File: config.mk
export PLATFORM = sky130hd
export DESIGN_NAME = hci_h4_command_responder
export DESIGN_NICKNAME = d
export VERILOG_FILES = /design/src/rtl/hcir_pkg.sv /design/src/rtl/hcir_parser.sv /design/src/rtl/hcir_cmdq.sv /design/src/rtl/hcir_responder.sv /design/src/rtl/hci_h4_command_responder.sv
export SDC_FILE = /design/constraint.sdc
export NUM_CORES = 1
export LEC_CHECK = 0
export BUFFER_PORTS_ARGS = -buffer_cell sky130_fd_sc_hd__buf_2
export CAP_MARGIN = 10
export CORE_MARGIN = 10
export CORE_UTILIZATION = 62
export CTS_CLUSTER_DIAMETER = 40
export CTS_CLUSTER_SIZE = 20
export DETAILED_ROUTE_END_ITERATION = 8
export PLACE_DENSITY = 0.79
export SLEW_MARGIN = 20
export SYNTH_ARGS = -nofsm -noshare
export SYNTH_HDL_FRONTEND = slang
export SYNTH_HIERARCHICAL = 1
export SYNTH_SLANG_ARGS = --single-unit
File: constraint.sdc
create_clock -name clk -period 8.04 [get_ports clk]
set_input_delay 1.608 -clock clk [delete_from_list [all_inputs] [get_ports clk]]
set_output_delay 1.608 -clock clk [all_outputs]
set_load 0.005 [all_outputs]
File: src/rtl/hcir_pkg.sv
`timescale 1ns / 1ps
`default_nettype none

package hcir_pkg;

  localparam int unsigned CFG_IDX_W  = 3;
  localparam int unsigned CFG_DATA_W = 16;
  localparam int unsigned CMDQ_DEPTH = 2;

  localparam logic [7:0] H4_TYPE_COMMAND   = 8'h01;
  localparam logic [7:0] H4_TYPE_EVENT     = 8'h04;
  localparam logic [7:0] EVT_CMD_COMPLETE  = 8'h0E;
  localparam logic [7:0] NUM_CMD_PACKETS   = 8'h01;
  localparam logic [7:0] STATUS_SUCCESS    = 8'h00;
  localparam logic [7:0] STATUS_DISALLOWED = 8'h0C;

  localparam logic [15:0] OP_RESET            = 16'h0C03;
  localparam logic [15:0] OP_READ_BD_ADDR     = 16'h1009;
  localparam logic [15:0] OP_WRITE_BD_ADDR    = 16'hFC01;
  localparam logic [15:0] OP_DOWNLOAD_MINIDRV = 16'hFC2E;
  localparam logic [15:0] OP_INQUIRY_CANCEL   = 16'h0402;
  localparam logic [15:0] OP_READ_BUFFER_SIZE = 16'h1005;
  localparam logic [15:0] OP_READ_PAGE_TO     = 16'h0C17;
  localparam logic [15:0] OP_READ_LOCAL_FEAT  = 16'h1003;

  localparam logic [15:0] RST_PAGE_TIMEOUT = 16'h2000;
  localparam logic [15:0] RST_ACL_LEN      = 16'd192;
  localparam logic [7:0]  RST_SCO_LEN      = 8'd72;
  localparam logic [15:0] RST_ACL_CNT      = 16'd1;
  localparam logic [15:0] RST_SCO_CNT      = 16'd1;

  typedef enum logic [CFG_IDX_W-1:0] {
    CFG_PAGE_TIMEOUT = 3'd0,
    CFG_ACL_LEN      = 3'd1,
    CFG_SCO_LEN      = 3'd2,
    CFG_ACL_CNT      = 3'd3,
    CFG_SCO_CNT      = 3'd4
  } cfg_reg_t;

  typedef enum logic [2:0] {
    CLS_OTHER,
    CLS_READ_BD_ADDR,
    CLS_INQUIRY_CANCEL,
    CLS_READ_BUFFER_SIZE,
    CLS_READ_PAGE_TO,
    CLS_READ_LOCAL_FEAT,
    CLS_DOWNLOAD_MINIDRV
  } cls_t;

  typedef struct packed {
    logic [15:0] opcode;
    cls_t        cls;
    logic        set_addr;
    logic [47:0] addr;
  } cmd_t;

  function automatic cls_t classify(input logic [15:0] op);
    cls_t c;
    unique case (op)
      OP_READ_BD_ADDR:     c = CLS_READ_BD_ADDR;
      OP_INQUIRY_CANCEL:   c = CLS_INQUIRY_CANCEL;
      OP_READ_BUFFER_SIZE: c = CLS_READ_BUFFER_SIZE;
      OP_READ_PAGE_TO:     c = CLS_READ_PAGE_TO;
      OP_READ_LOCAL_FEAT:  c = CLS_READ_LOCAL_FEAT;
      OP_DOWNLOAD_MINIDRV: c = CLS_DOWNLOAD_MINIDRV;
      default:             c = CLS_OTHER;
    endcase
    return c;
  endfunction

  // number of return parameters after the status byte
  function automatic logic [3:0] ret_param_count(input cls_t c);
    logic [3:0] n;
    unique case (c)
      CLS_READ_BD_ADDR:     n = 4'd6;
      CLS_READ_BUFFER_SIZE: n = 4'd7;
      CLS_READ_PAGE_TO:     n = 4'd2;
      CLS_READ_LOCAL_FEAT:  n = 4'd8;
      default:              n = 4'd0;
    endcase
    return n;
  endfunction

  function automatic logic [7:0] local_feature(input logic [2:0] i);
    logic [7:0] f;
    unique case (i)
      3'd0: f = 8'hA4;
      3'd1: f = 8'h08;
      3'd2: f = 8'h00;
      3'd3: f = 8'hC0;
      3'd4: f = 8'h18;
      3'd5: f = 8'h1E;
      3'd6: f = 8'h79;
      3'd7: f = 8'h83;
      default: f = 8'h00;
    endcase
    return f;
  endfunction

endpackage

`default_nettype wire

File: src/rtl/hcir_parser.sv
`timescale 1ns / 1ps
`default_nettype none

module hcir_parser (
  input  wire logic                 clk,
  input  wire logic                 rst,
  input  wire logic                 in_xfer,
  input  wire logic [7:0]           host_byte,
  output hcir_pkg::cmd_t            cmd,
  output logic                      cmd_push
);
  import hcir_pkg::*;

  logic [8:0]  byte_count;
  logic [15:0] command_opcode;
  logic [7:0]  parameter_length;
  logic [7:0]  first_parameters [6];

  logic [8:0]  pos_inc;
  logic [8:0]  pos_rel;
  logic [7:0]  len_eff;
  logic        in_cmd;
  logic        done;
  logic        keep_param;
  logic [47:0] addr_cur;

  assign in_cmd     = (byte_count != 9'd0);
  assign pos_inc    = byte_count + 9'd1;
  assign pos_rel    = byte_count - 9'd4;
  assign len_eff    = (byte_count == 9'd3) ? host_byte : parameter_length;
  assign keep_param = (byte_count >= 9'd4) && (byte_count <= 9'd9);
  assign done       = in_cmd && (pos_inc >= 9'd4)
                      && ({1'b0, pos_inc} >= (10'd4 + {2'b00, len_eff}));

  // the closing byte may itself be the sixth parameter
  always_comb begin
    for (int i = 0; i < 6; i++) begin
      if (keep_param && (pos_rel[2:0] == 3'(i))) begin
        addr_cur[8*i +: 8] = host_byte;
      end else begin
        addr_cur[8*i +: 8] = first_parameters[i];
      end
    end
  end

  assign cmd_push     = in_xfer && done;
  assign cmd.opcode   = command_opcode;
  assign cmd.cls      = classify(command_opcode);
  assign cmd.set_addr = (command_opcode == OP_WRITE_BD_ADDR) && (len_eff >= 8'd6);
  assign cmd.addr     = addr_cur;

  always_ff @(posedge clk) begin
    if (rst) begin
      byte_count       <= '0;
      command_opcode   <= '0;
      parameter_length <= '0;
    end else if (in_xfer) begin
      if (!in_cmd) begin
        if (host_byte == H4_TYPE_COMMAND) begin
          byte_count <= 9'd1;
        end
      end else begin
        priority if (byte_count == 9'd1) begin
          command_opcode <= {8'h00, host_byte};
        end else if (byte_count == 9'd2) begin
          command_opcode <= {host_byte, command_opcode[7:0]};
        end else if (byte_count == 9'd3) begin
          parameter_length <= host_byte;
        end else begin
        end
        byte_count <= done ? 9'd0 : pos_inc;
      end
    end
  end

  always_ff @(posedge clk) begin
    if (in_xfer && keep_param) begin
      first_parameters[pos_rel[2:0]] <= host_byte;
    end
  end

endmodule

`default_nettype wire

File: src/rtl/hcir_cmdq.sv
`timescale 1ns / 1ps
`default_nettype none

module hcir_cmdq (
  input  wire logic           clk,
  input  wire logic           rst,
  input  wire logic           wr_en,
  input  wire hcir_pkg::cmd_t wr_data,
  output logic                q_full,
  input  wire logic           rd_en,
  output hcir_pkg::cmd_t      rd_data,
  output logic                q_empty
);
  import hcir_pkg::*;

  localparam int unsigned PTR_W = (CMDQ_DEPTH > 1) ? $clog2(CMDQ_DEPTH) : 1;
  localparam int unsigned CNT_W = $clog2(CMDQ_DEPTH + 1);

  cmd_t             slots [CMDQ_DEPTH];
  logic [PTR_W-1:0] wr_ptr;
  logic [PTR_W-1:0] rd_ptr;
  logic [CNT_W-1:0] count;
  logic             do_wr;
  logic             do_rd;

  assign q_full  = (count == CNT_W'(CMDQ_DEPTH));
  assign q_empty = (count == '0);
  assign do_wr   = wr_en && !q_full;
  assign do_rd   = rd_en && !q_empty;
  assign rd_data = slots[rd_ptr];

  always_ff @(posedge clk) begin
    if (rst) begin
      wr_ptr <= '0;
      rd_ptr <= '0;
      count  <= '0;
    end else begin
      if (do_wr) begin
        wr_ptr <= (wr_ptr == PTR_W'(CMDQ_DEPTH - 1)) ? '0 : wr_ptr + 1'b1;
      end
      if (do_rd) begin
        rd_ptr <= (rd_ptr == PTR_W'(CMDQ_DEPTH - 1)) ? '0 : rd_ptr + 1'b1;
      end
      if (do_wr && !do_rd) begin
        count <= count + 1'b1;
      end else if (do_rd && !do_wr) begin
        count <= count - 1'b1;
      end
    end
  end

  always_ff @(posedge clk) begin
    if (do_wr) begin
      slots[wr_ptr] <= wr_data;
    end
  end

endmodule

`default_nettype wire

File: src/rtl/hcir_responder.sv
`timescale 1ns / 1ps
`default_nettype none

module hcir_responder (
  input  wire logic                            clk,
  input  wire logic                            rst,
  input  wire hcir_pkg::cmd_t                  cmd,
  input  wire logic                            cmd_empty,
  output logic                                 cmd_pop,
  input  wire logic                            cfg_wr,
  input  wire logic [hcir_pkg::CFG_IDX_W-1:0]  cfg_index,
  input  wire logic [hcir_pkg::CFG_DATA_W-1:0] cfg_data,
  output logic                                 out_valid,
  input  wire logic                            out_take,
  output logic [7:0]                           reply_byte,
  output logic                                 reply_last
);
  import hcir_pkg::*;

  logic [15:0] page_timeout;
  logic [15:0] acl_packet_length;
  logic [7:0]  sco_packet_length;
  logic [15:0] acl_packet_count;
  logic [15:0] sco_packet_count;
  logic [47:0] device_address;

  logic        active;
  logic [3:0]  idx;
  logic [15:0] cur_op;
  cls_t        cur_cls;

  logic [3:0]  nret;
  logic [3:0]  last_idx;
  logic [2:0]  ext;
  logic [7:0]  ret_byte;
  logic [7:0]  gen_byte;
  logic        load;

  assign nret     = ret_param_count(cur_cls);
  assign last_idx = 4'd6 + nret + ((cur_cls == CLS_DOWNLOAD_MINIDRV) ? 4'd2 : 4'd0);
  assign ext      = 3'(idx - 4'd7);
  assign load     = active && (!out_valid || out_take);
  assign cmd_pop  = !active && !cmd_empty;

  always_comb begin
    ret_byte = 8'h00;
    unique case (cur_cls)
      CLS_READ_BD_ADDR: ret_byte = device_address[8*ext +: 8];
      CLS_READ_BUFFER_SIZE: begin
        unique case (ext)
          3'd0: ret_byte = acl_packet_length[7:0];
          3'd1: ret_byte = acl_packet_length[15:8];
          3'd2: ret_byte = sco_packet_length;
          3'd3: ret_byte = acl_packet_count[7:0];
          3'd4: ret_byte = acl_packet_count[15:8];
          3'd5: ret_byte = sco_packet_count[7:0];
          default: ret_byte = sco_packet_count[15:8];
        endcase
      end
      CLS_READ_PAGE_TO: ret_byte = ext[0] ? page_timeout[15:8] : page_timeout[7:0];
      CLS_READ_LOCAL_FEAT: ret_byte = local_feature(ext);
      default: ret_byte = 8'h00;
    endcase
  end

  always_comb begin
    unique case (idx)
      4'd0: gen_byte = H4_TYPE_EVENT;
      4'd1: gen_byte = EVT_CMD_COMPLETE;
      4'd2: gen_byte = 8'(4'd4 + nret);
      4'd3: gen_byte = NUM_CMD_PACKETS;
      4'd4: gen_byte = cur_op[7:0];
      4'd5: gen_byte = cur_op[15:8];
      4'd6: gen_byte = (cur_cls == CLS_INQUIRY_CANCEL) ? STATUS_DISALLOWED : STATUS_SUCCESS;
      default: gen_byte = ret_byte;
    endcase
  end

  always_ff @(posedge clk) begin
    if (rst) begin
      page_timeout      <= RST_PAGE_TIMEOUT;
      acl_packet_length <= RST_ACL_LEN;
      sco_packet_length <= RST_SCO_LEN;
      acl_packet_count  <= RST_ACL_CNT;
      sco_packet_count  <= RST_SCO_CNT;
    end else if (cfg_wr) begin
      unique case (cfg_index)
        CFG_PAGE_TIMEOUT: page_timeout      <= cfg_data;
        CFG_ACL_LEN:      acl_packet_length <= cfg_data;
        CFG_SCO_LEN:      sco_packet_length <= cfg_data[7:0];
        CFG_ACL_CNT:      acl_packet_count  <= cfg_data;
        CFG_SCO_CNT:      sco_packet_count  <= cfg_data;
        default: begin
        end
      endcase
    end
  end

  always_ff @(posedge clk) begin
    if (rst) begin
      active         <= 1'b0;
      idx            <= '0;
      out_valid      <= 1'b0;
      device_address <= '0;
    end else begin
      if (cmd_pop) begin
        active <= 1'b1;
        idx    <= '0;
        // the address write never shows in its own reply, so apply it now
        if (cmd.set_addr) begin
          device_address <= cmd.addr;
        end
      end else if (load) begin
        idx <= idx + 4'd1;
        if (idx == last_idx) begin
          active <= 1'b0;
        end
      end
      if (load) begin
        out_valid <= 1'b1;
      end else if (out_take) begin
        out_valid <= 1'b0;
      end
    end
  end

  always_ff @(posedge clk) begin
    if (cmd_pop) begin
      cur_op  <= cmd.opcode;
      cur_cls <= cmd.cls;
    end
    if (load) begin
      reply_byte <= gen_byte;
      reply_last <= (idx == last_idx);
    end
  end

endmodule

`default_nettype wire

File: src/rtl/hci_h4_command_responder.sv
`timescale 1ns / 1ps
`default_nettype none

// H4 command responder: host bytes enter on push/full, one per cycle while
// full is low; bytes before an H4 command type byte are dropped. Each
// complete command is answered with a Command Complete event delivered on
// empty/pop, one byte per cycle while pop is held, reply_last marking its
// final byte. The parser and the event generator are parted by a two-entry
// command queue, so full rises only when two finished commands wait behind
// the reply in progress; each reply takes a setup step, then its 7 to 15
// bytes pass through the single output register of the generator.
// Configuration writes are taken every cycle (cfg_ready is always high).
module hci_h4_command_responder (
  input  wire logic                            clk,
  input  wire logic                            rst,
  input  wire logic                            push,
  output logic                                 full,
  input  wire logic [7:0]                      host_byte,
  output logic                                 empty,
  input  wire logic                            pop,
  output logic [7:0]                           reply_byte,
  output logic                                 reply_last,
  input  wire logic                            cfg_valid,
  output logic                                 cfg_ready,
  input  wire logic [hcir_pkg::CFG_IDX_W-1:0]  cfg_index,
  input  wire logic [hcir_pkg::CFG_DATA_W-1:0] cfg_data
);
  import hcir_pkg::*;

  cmd_t cmd_in;
  cmd_t cmd_out;
  logic cmd_push;
  logic cmd_full;
  logic cmd_pop;
  logic cmd_empty;
  logic out_valid;
  logic in_xfer;

  assign full      = cmd_full;
  assign in_xfer   = push && !cmd_full;
  assign empty     = !out_valid;
  assign cfg_ready = 1'b1;

  hcir_parser u_parser (
    .clk       (clk),
    .rst       (rst),
    .in_xfer   (in_xfer),
    .host_byte (host_byte),
    .cmd       (cmd_in),
    .cmd_push  (cmd_push)
  );

  hcir_cmdq u_cmdq (
    .clk     (clk),
    .rst     (rst),
    .wr_en   (cmd_push),
    .wr_data (cmd_in),
    .q_full  (cmd_full),
    .rd_en   (cmd_pop),
    .rd_data (cmd_out),
    .q_empty (cmd_empty)
  );

  hcir_responder u_responder (
    .clk        (clk),
    .rst        (rst),
    .cmd        (cmd_out),
    .cmd_empty  (cmd_empty),
    .cmd_pop    (cmd_pop),
    .cfg_wr     (cfg_valid && cfg_ready),
    .cfg_index  (cfg_index),
    .cfg_data   (cfg_data),
    .out_valid  (out_valid),
    .out_take   (pop && out_valid),
    .reply_byte (reply_byte),
    .reply_last (reply_last)
  );

endmodule

`default_nettype wire
# Word-level counts from Yosys, hierarchy flattened
# Memories as Yosys holds them, arrays and structs flattened. A register that Yosys moved wholly into a read port is not among the register bits.
# Index checks and enable logic that the tools add are counted.
# W data, S select, Z words.
[totals]
mem_bits_ro = 64
output_inout_bits = 12
n_memories = 3
ram_bits = 184
inputBits = 32
regBits = 191
[memory_table]
columns = ["memory", "words", "width", "rd", "rd_clocked_by_memory_dff", "wr", "line_no", "rtl"]
rows = [
  ["u_cmdq.slots", 2, 68, 1, 1, 1, "hcir_cmdq.sv:19", "cmd_t slots [CMDQ_DEPTH];"],
  ["(name not given)", 8, 8, 1, 0, 0, "hcir_pkg.sv:86", "unique case (i)"],
  ["u_parser.first_parameters", 6, 8, 6, 0, 1, "hcir_parser.sv:17", "logic [7:0] first_parameters [6];"],
]
[op_classes]
shift = 1
mux = 35
bitwise = 2
n_lt_le_gt_ge = 5
n_addsub = 12
n_reduce_logical = 51
n_eq_ne = 39
[ops]
columns = ["cell", "n"]
rows = [
  ["$mux W8", 8],
  ["$pmux W8 S7", 1],
  ["$eq A16 B13 Y1 const B", 3],
  ["$pmux W8 S6", 1],
  ["$shiftx A48 B7 Y8", 1],
  ["$eq A16 B16 Y1 const B", 2],
  ["$mux W16", 2],
  ["$pmux W8 S4", 1],
  ["$mux W9", 3],
  ["$eq A3 B2 Y1 const B", 8],
  ["$eq A3 B3 Y1 const B", 8],
  ["$logic_and A1 B1 Y1", 20],
  ["$eq A9 B2 Y1 const B", 2],
  ["$ge A9 B3 Y1 const B", 2],
  ["$pmux W3 S6", 1],
  ["$eq A16 B11 Y1 const B", 1],
  ["$eq A16 B12 Y1 const B", 1],
  ["$pmux W4 S4", 1],
  ["$reduce_and A2 Y1", 8],
  ["$mux W1", 13],
  ["$eq A3 B1 Y1 const B", 4],
  ["$eq A4 B3 Y1 const B", 3],
  ["$reduce_bool A2 Y1", 6],
  ["$ge A9 B10 Y1", 1],
  ["30 further kinds", 44],
]

# Longest topological paths before layout
[logic_depth]
depth_word = 11
ltp_mapped = 23
ltp_nobuf = 22

# By module
# The synthesis kept the hierarchy.
[by_module_without_submodules]
columns = ["mod", "cells_per_inst", "seq_area_each_um2", "area_per_inst_um2", "n_inst"]
rows = [
  ["hcir_responder", 790, 3363.2, 6779.0, 1],
  ["hcir_cmdq", 237, 4184.0, 5201.2, 1],
  ["hcir_parser", 406, 2102.0, 4362.9, 1],
  ["hci_h4_command_responder", 5, 0.0, 30.0, 1],
]

# Worst setup path before layout
# Ideal clock, no wire load.
[synth_path]
kind = "input -> register"
start = "input host_byte[4]"
end = "memory u_cmdq/slots[1][0] in the netlist's numbering, enable pin"
arrival_ns = 5.754
slack_ns = 1.853
cell_stages = 15
setup_ns = 0.434
cell_sequence = "clkbuf_1 -> mux2i_1 -> nor3_1 -> nor3b_1 -> xor2_1 -> ha_1 -> and4_1 -> nand2_1 -> o41ai_1 -> nand3_1 -> nand2_2 -> and2_1 -> inv_1 -> nor2_1 -> and2_1"
[synth_via]
elab_chain_cells = 8
[synth_rtl]
columns = ["element", "line_no", "rtl"]
rows = [
  ["start, declared", "hci_h4_command_responder.sv:18", "input wire logic [7:0] host_byte,"],
  ["$mux W8", "hcir_parser.sv:30", "assign len_eff = (byte_count == 9'd3) ? host_byte : parameter_length;"],
  ["$add A3 B8 Y9", "hcir_parser.sv:33", "&& ({1'b0, pos_inc} >= (10'd4 + {2'b00, len_eff}));"],
  ["$ge A9 B10 Y1", "hcir_parser.sv:33", ""],
  ["$logic_and A1 B1 Y1", "hcir_parser.sv:33", ""],
  ["$logic_and A1 B1 Y1", "hcir_parser.sv:46", "assign cmd_push = in_xfer && done;"],
  ["named net cmd_push", "hci_h4_command_responder.sv:32", "logic cmd_push;"],
  ["$logic_and A1 B1 Y1", "hcir_cmdq.sv:28", "assign do_wr = wr_en && !q_full;"],
  ["$mux W1", "hcir_cmdq.sv:53", "if (do_wr) begin"],
  ["$mux W1 (not written as such)", "hcir_cmdq.sv:54", "slots[wr_ptr] <= wr_data;"],
  ["end, declared", "hcir_cmdq.sv:19", ""],
]
# The timed path passes the listed nets, and every way through them passes these cells.

# Final worst setup path
[layout_path]
start = "register u_parser.byte_count[0]"
end = "memory u_cmdq/slots[1][9] in the netlist's numbering, enable pin"
[layout_via]
elab_chain_cells = 9
elab_cells_between_ends = 13
[layout_rtl]
columns = ["element", "line_no", "rtl"]
rows = [
  ["start, declared", "hcir_parser.sv:14", "logic [8:0] byte_count;"],
  ["start signal, assigned", "hcir_parser.sv:71", "byte_count <= done ? 9'd0 : pos_inc;"],
  ["$eq A9 B2 Y1", "hcir_parser.sv:30", ""],
  ["$mux W8", "hcir_parser.sv:30", ""],
  ["$add A3 B8 Y9", "hcir_parser.sv:33", ""],
  ["$ge A9 B10 Y1", "hcir_parser.sv:33", ""],
  ["$logic_and A1 B1 Y1 *", "hcir_parser.sv:33", ""],
  ["$logic_and A1 B1 Y1 *", "hcir_parser.sv:46", ""],
  ["named net cmd_push", "hci_h4_command_responder.sv:32", ""],
  ["$logic_and A1 B1 Y1 *", "hcir_cmdq.sv:28", ""],
  ["$mux W1 *", "hcir_cmdq.sv:53", ""],
  ["$mux W1 (not written as such) *", "hcir_cmdq.sv:54", ""],
]
# The timed path passes the listed nets; every way through them passes the cells marked *.

==> metrics.md <==
| Metric | Value |
|---|---|
| Number of flops mapped to enable cells by yosys | 212 |
| Highest net fanout along the worst path | 44 |
| Final nets | 1502 |
| Peak VDD IR | ~0.22 mV |
| CP required | 8270 ps |
| CTS H-Tree Depth | 2 |
| Post-synth top area share | roughly 39% |
| Clk buf depth | 3 |
| Drt first pass iters | 6 |
| Layout cell share with drive strength beyond 1 | 19.4% |
| # Post-CTS Setup Buffers | 0 |
| Setup Viol. Count Final | 0 |
| Initial antenna violation count | 0 |
| Post-synth top area cell | edfxtp_1 |
| Die X | 183 um |
| Fin crit share | between 70% and 80% |
| Asr flop ratio synth | 0% |
| Worst path arrival time | 6240 ps |
| Largest net degree at the start of global routing | 100 |
| Maximum operating frequency | between 0.15 and 0.2 GHz |
| Setup Crit Path Kind | reg -> reg |
| Maxcap violations | 0 |
| Worst setup path startpoint | u_parser/byte_count[0] |
| RSZ-0062 raised after global routing | no |
| CTS resizes | 0 |
| Hold Vio Cnt, Final | 0 |
| Worst slew pin tran | 1070 ps |
| Clock sinks | 376 |
| Synth top area cells | edfxtp_1 (39%), dfxtp_1 (20%), mux2_2 (7.4%) |
| Top_reg_cell synth | edfxtp_1 |
| CP cell instances | ha_1 > inv_1 > nor4_4 > mux2i_1 > nor3_1 > nor3b_1 > xor2_1 > ha_1 > and4_1 > nand2_1 > o41ai_1 > nand3_1 > nand2_2 > and2_1 > inv_1 > nor2_1 > and2_4 > buf_4 |
| Root buf cell | clkbuf_16 |
| Slowest library cell on the worst path | nor4_4 |
| Drt via density | 6.22 |
| CP Launch Type | flop |
| Final Slew Violations | 0 |
| Initial Util | 62.8% |
| RePlAce Congestion | 0.915 |
| Clock transition at path regs | roughly 70 ps |
| Overall power | between 3 and 4 mW |
| Post-Route WL | 37900 um |
| Total negative slack | 0 ps |
| Cell variety after synth | 73 |
| Non-filler instance count after layout | 1812 |
| Worst slew margin | between 20 and 30% |
| Pleak | slightly above 6 nW |
| Die area | 33300 um^2 |
| Final clock skew | 16.8 ps |
| Final worst setup slack | 2030 ps |
| Pwr/cell area | 220 nW/um^2 |
| Post-Syn Nets | 1496 |
| Worst Hold Launch | u_responder/device_address[40] |
| Final core utilization | 69.5% |
| Seq/Total Area, Yosys | about three fifths |
| Area Growth Syn to Fin | 10.5% |
| Hold Buf Count CTS | 0 |
| Syn Std Cell Area | 16400 um^2 |
| Antenna diodes | 0 |
| Clk Latency, worst-skew pair | 540 ps |
| Die span in y | about 180 um |
| CTS tree | built |
| FF+latch count, synth | around 380 |
| Syn avg cell area | 11.4 um^2 |
| Wirelength per Cell | 20.9 um |
| Worst min path class | reg -> reg |
| Synth Warn # | 6 |
| Routed Antenna Nets | 0 |
| DRT iter0 DRCs | 1118 |
| CP Capture Type | flop |
| Area of the core | 26100 um^2 |
| Rows | 59 |
| Number of port buffers | 42 |
| GRT Total Usage | 22.1% |
| Vias post-DR | 11.3k |
| GRT overflow | 0 |
| Cells after Synth | 1438 |
| Dpl hpwl | 24500 um |
| Inst Count DP | around 1.7k |
| Dpl ws | 1670 ps |
| Reg-to-Reg Start | u_parser/byte_count[0] |
| Total CTS buffers | 41 |
| Vias in the first global route | approximately 11k |
| # DRC | 0 |
| Global-route wire length before repair | 59200 um |
| Status | finished clean |
| Period minus WS final | 6010 ps |
| CP peak stage delay | 910 ps |
| Num ports | 44 |
## path summary, 6_finish.rpt
kind                            slack [ps]  cells after the start                        endpoint
worst max-delay path                  2030                     18              u_cmdq/slots[1][9]
worst min-delay path                   450                      2  u_responder/device_address[40]
worst max register to register        2030                     18              u_cmdq/slots[1][9]
worst min register to register         450                      2  u_responder/device_address[40]
## power by group
group | total (mW) | switching [mW] | internal [mW] | leakage [nW]
clock network | 1.89 | 0.817 | 1.07 | 0.674
registers | 2.02 | 0.00430 | 2.02 | 3.25
logic | 0.0657 | 0.0495 | 0.0163 | 2.19
## routing by layer
| layer | wire length, um | part of all wire, % | GRT usage (%) |
|---|---|---|---|
| met3 | 3300 | 8.7 | 5.42 |
| met4 | 947 | 2.5 | 7.03 |
| met5 | 0 | 0 | 0 |
| met2 | 17700 | 47 | 34.8 |
| met1 | 16000 | 42 | 29.5 |
## area by class of cell
| type | instances | area, um^2 |
|---|---|---|
| flip-flops and latches | 376 | 9650 |
| fillers | 1832 | 7960 |
| multi-input cells | 950 | 6260 |
| clock buffers | 44 | 1040 |
| well taps | 335 | 419 |
| clock inverters | 32 | 349 |
| repair buffers | 54 | 303 |
| inverters | 21 | 78.8 |
## cells in the final DEF, fill, tap and decap left out, types with 10 or more instances in the layout
master,count
xor2_1,12
a22oi_1,32
buf_4,13
o21ai_0,19
mux2_2,108
nand3_1,33
mux2_4,20
xnor2_1,11
nor3_1,13
ha_1,26
edfxtp_1,212
nand4_1,15
nand3b_1,12
a211oi_1,11
a21oi_1,156
nor2_1,44
dfxtp_1,163
nand2_1,288
clkbuf_16,41
buf_2,41
inv_1,19
inv_6,10
mux2i_1,18
## logic make-up (layout without fill, tap and decap cells)
| family | count (synthesis) | count (layout) | synth area share [%] |
|---|---|---|---|
| xor gates and xnor gates | 24 | 24 | 1.33 |
| DFF | 376 | 376 | 58.9 |
| and+or+nand+nor | 479 | 479 | 13.4 |
| other | 1 | 1 | 0.0229 |
| muxes | 155 | 155 | 11.5 |
| AOI/OAI and AO/OA | 265 | 265 | 9.88 |
| buffers and inverters | 112 | 151 | 2.88 |
| adders and majority gates | 26 | 26 | 1.99 |
## synthesized netlist by cell type, drive strengths merged (2+ instances only)
| cell type | n |
|---|---|
| nand2 | 289 |
| edfxtp | 212 |
| dfxtp | 164 |
| a21oi | 156 |
| mux2 | 129 |
| clkbuf | 71 |
| nor2 | 46 |
| nand3 | 33 |
| a22oi | 32 |
| ha | 26 |
| o21ai | 23 |
| inv | 21 |
| buf | 20 |
| mux2i | 18 |
| nand4 | 15 |
| nor3 | 13 |
| a211oi | 12 |
| nand3b | 12 |
| xnor2 | 12 |
| xor2 | 12 |
| and2 | 9 |
| mux4 | 8 |
| nor2b | 8 |
| or3 | 8 |
| a31oi | 7 |
| and3 | 7 |
| nor4 | 7 |
| or2 | 7 |
| a221o | 6 |
| and4 | 5 |
| a221oi | 4 |
| nand2b | 4 |
| nor4b | 4 |
| o41ai | 4 |
| or4 | 4 |
| a21o | 3 |
| nor3b | 3 |
| o31ai | 3 |
| o211ai | 2 |
| o221ai | 2 |
| o32a | 2 |
## worst max-delay path, delay by kind of cell, from the launching register on
family	cells	cell delay, ps
flops	1	540
simple gates	10	3280
fa+ha+maj	2	660
compound gates	1	240
xor+xnor	1	120
mux	1	350
buf+inv	3	520
## per-stage QoR
step	cell area, um^2	hold slack [ps]
6_report	18100	453
2_1_floorplan	16400	432
4_1_cts	18100	455
3_5_place_dp	16700	447
3_3_place_gp	16700	439
5_1_grt	18100	470
## registers in the layout (all words and copies together), names as in the netlist, 9 cells and up, named ones only
name / count
u_cmdq/slots: 136
u_parser/byte_count: 9
u_parser/command_opcode: 16
u_parser/first_parameters: 48
u_responder/acl_packet_count: 16
u_responder/acl_packet_length: 16
u_responder/cur_op: 16
u_responder/device_address: 48
u_responder/page_timeout: 16
u_responder/sco_packet_count: 16
Power figures use the tool's default switching activity.
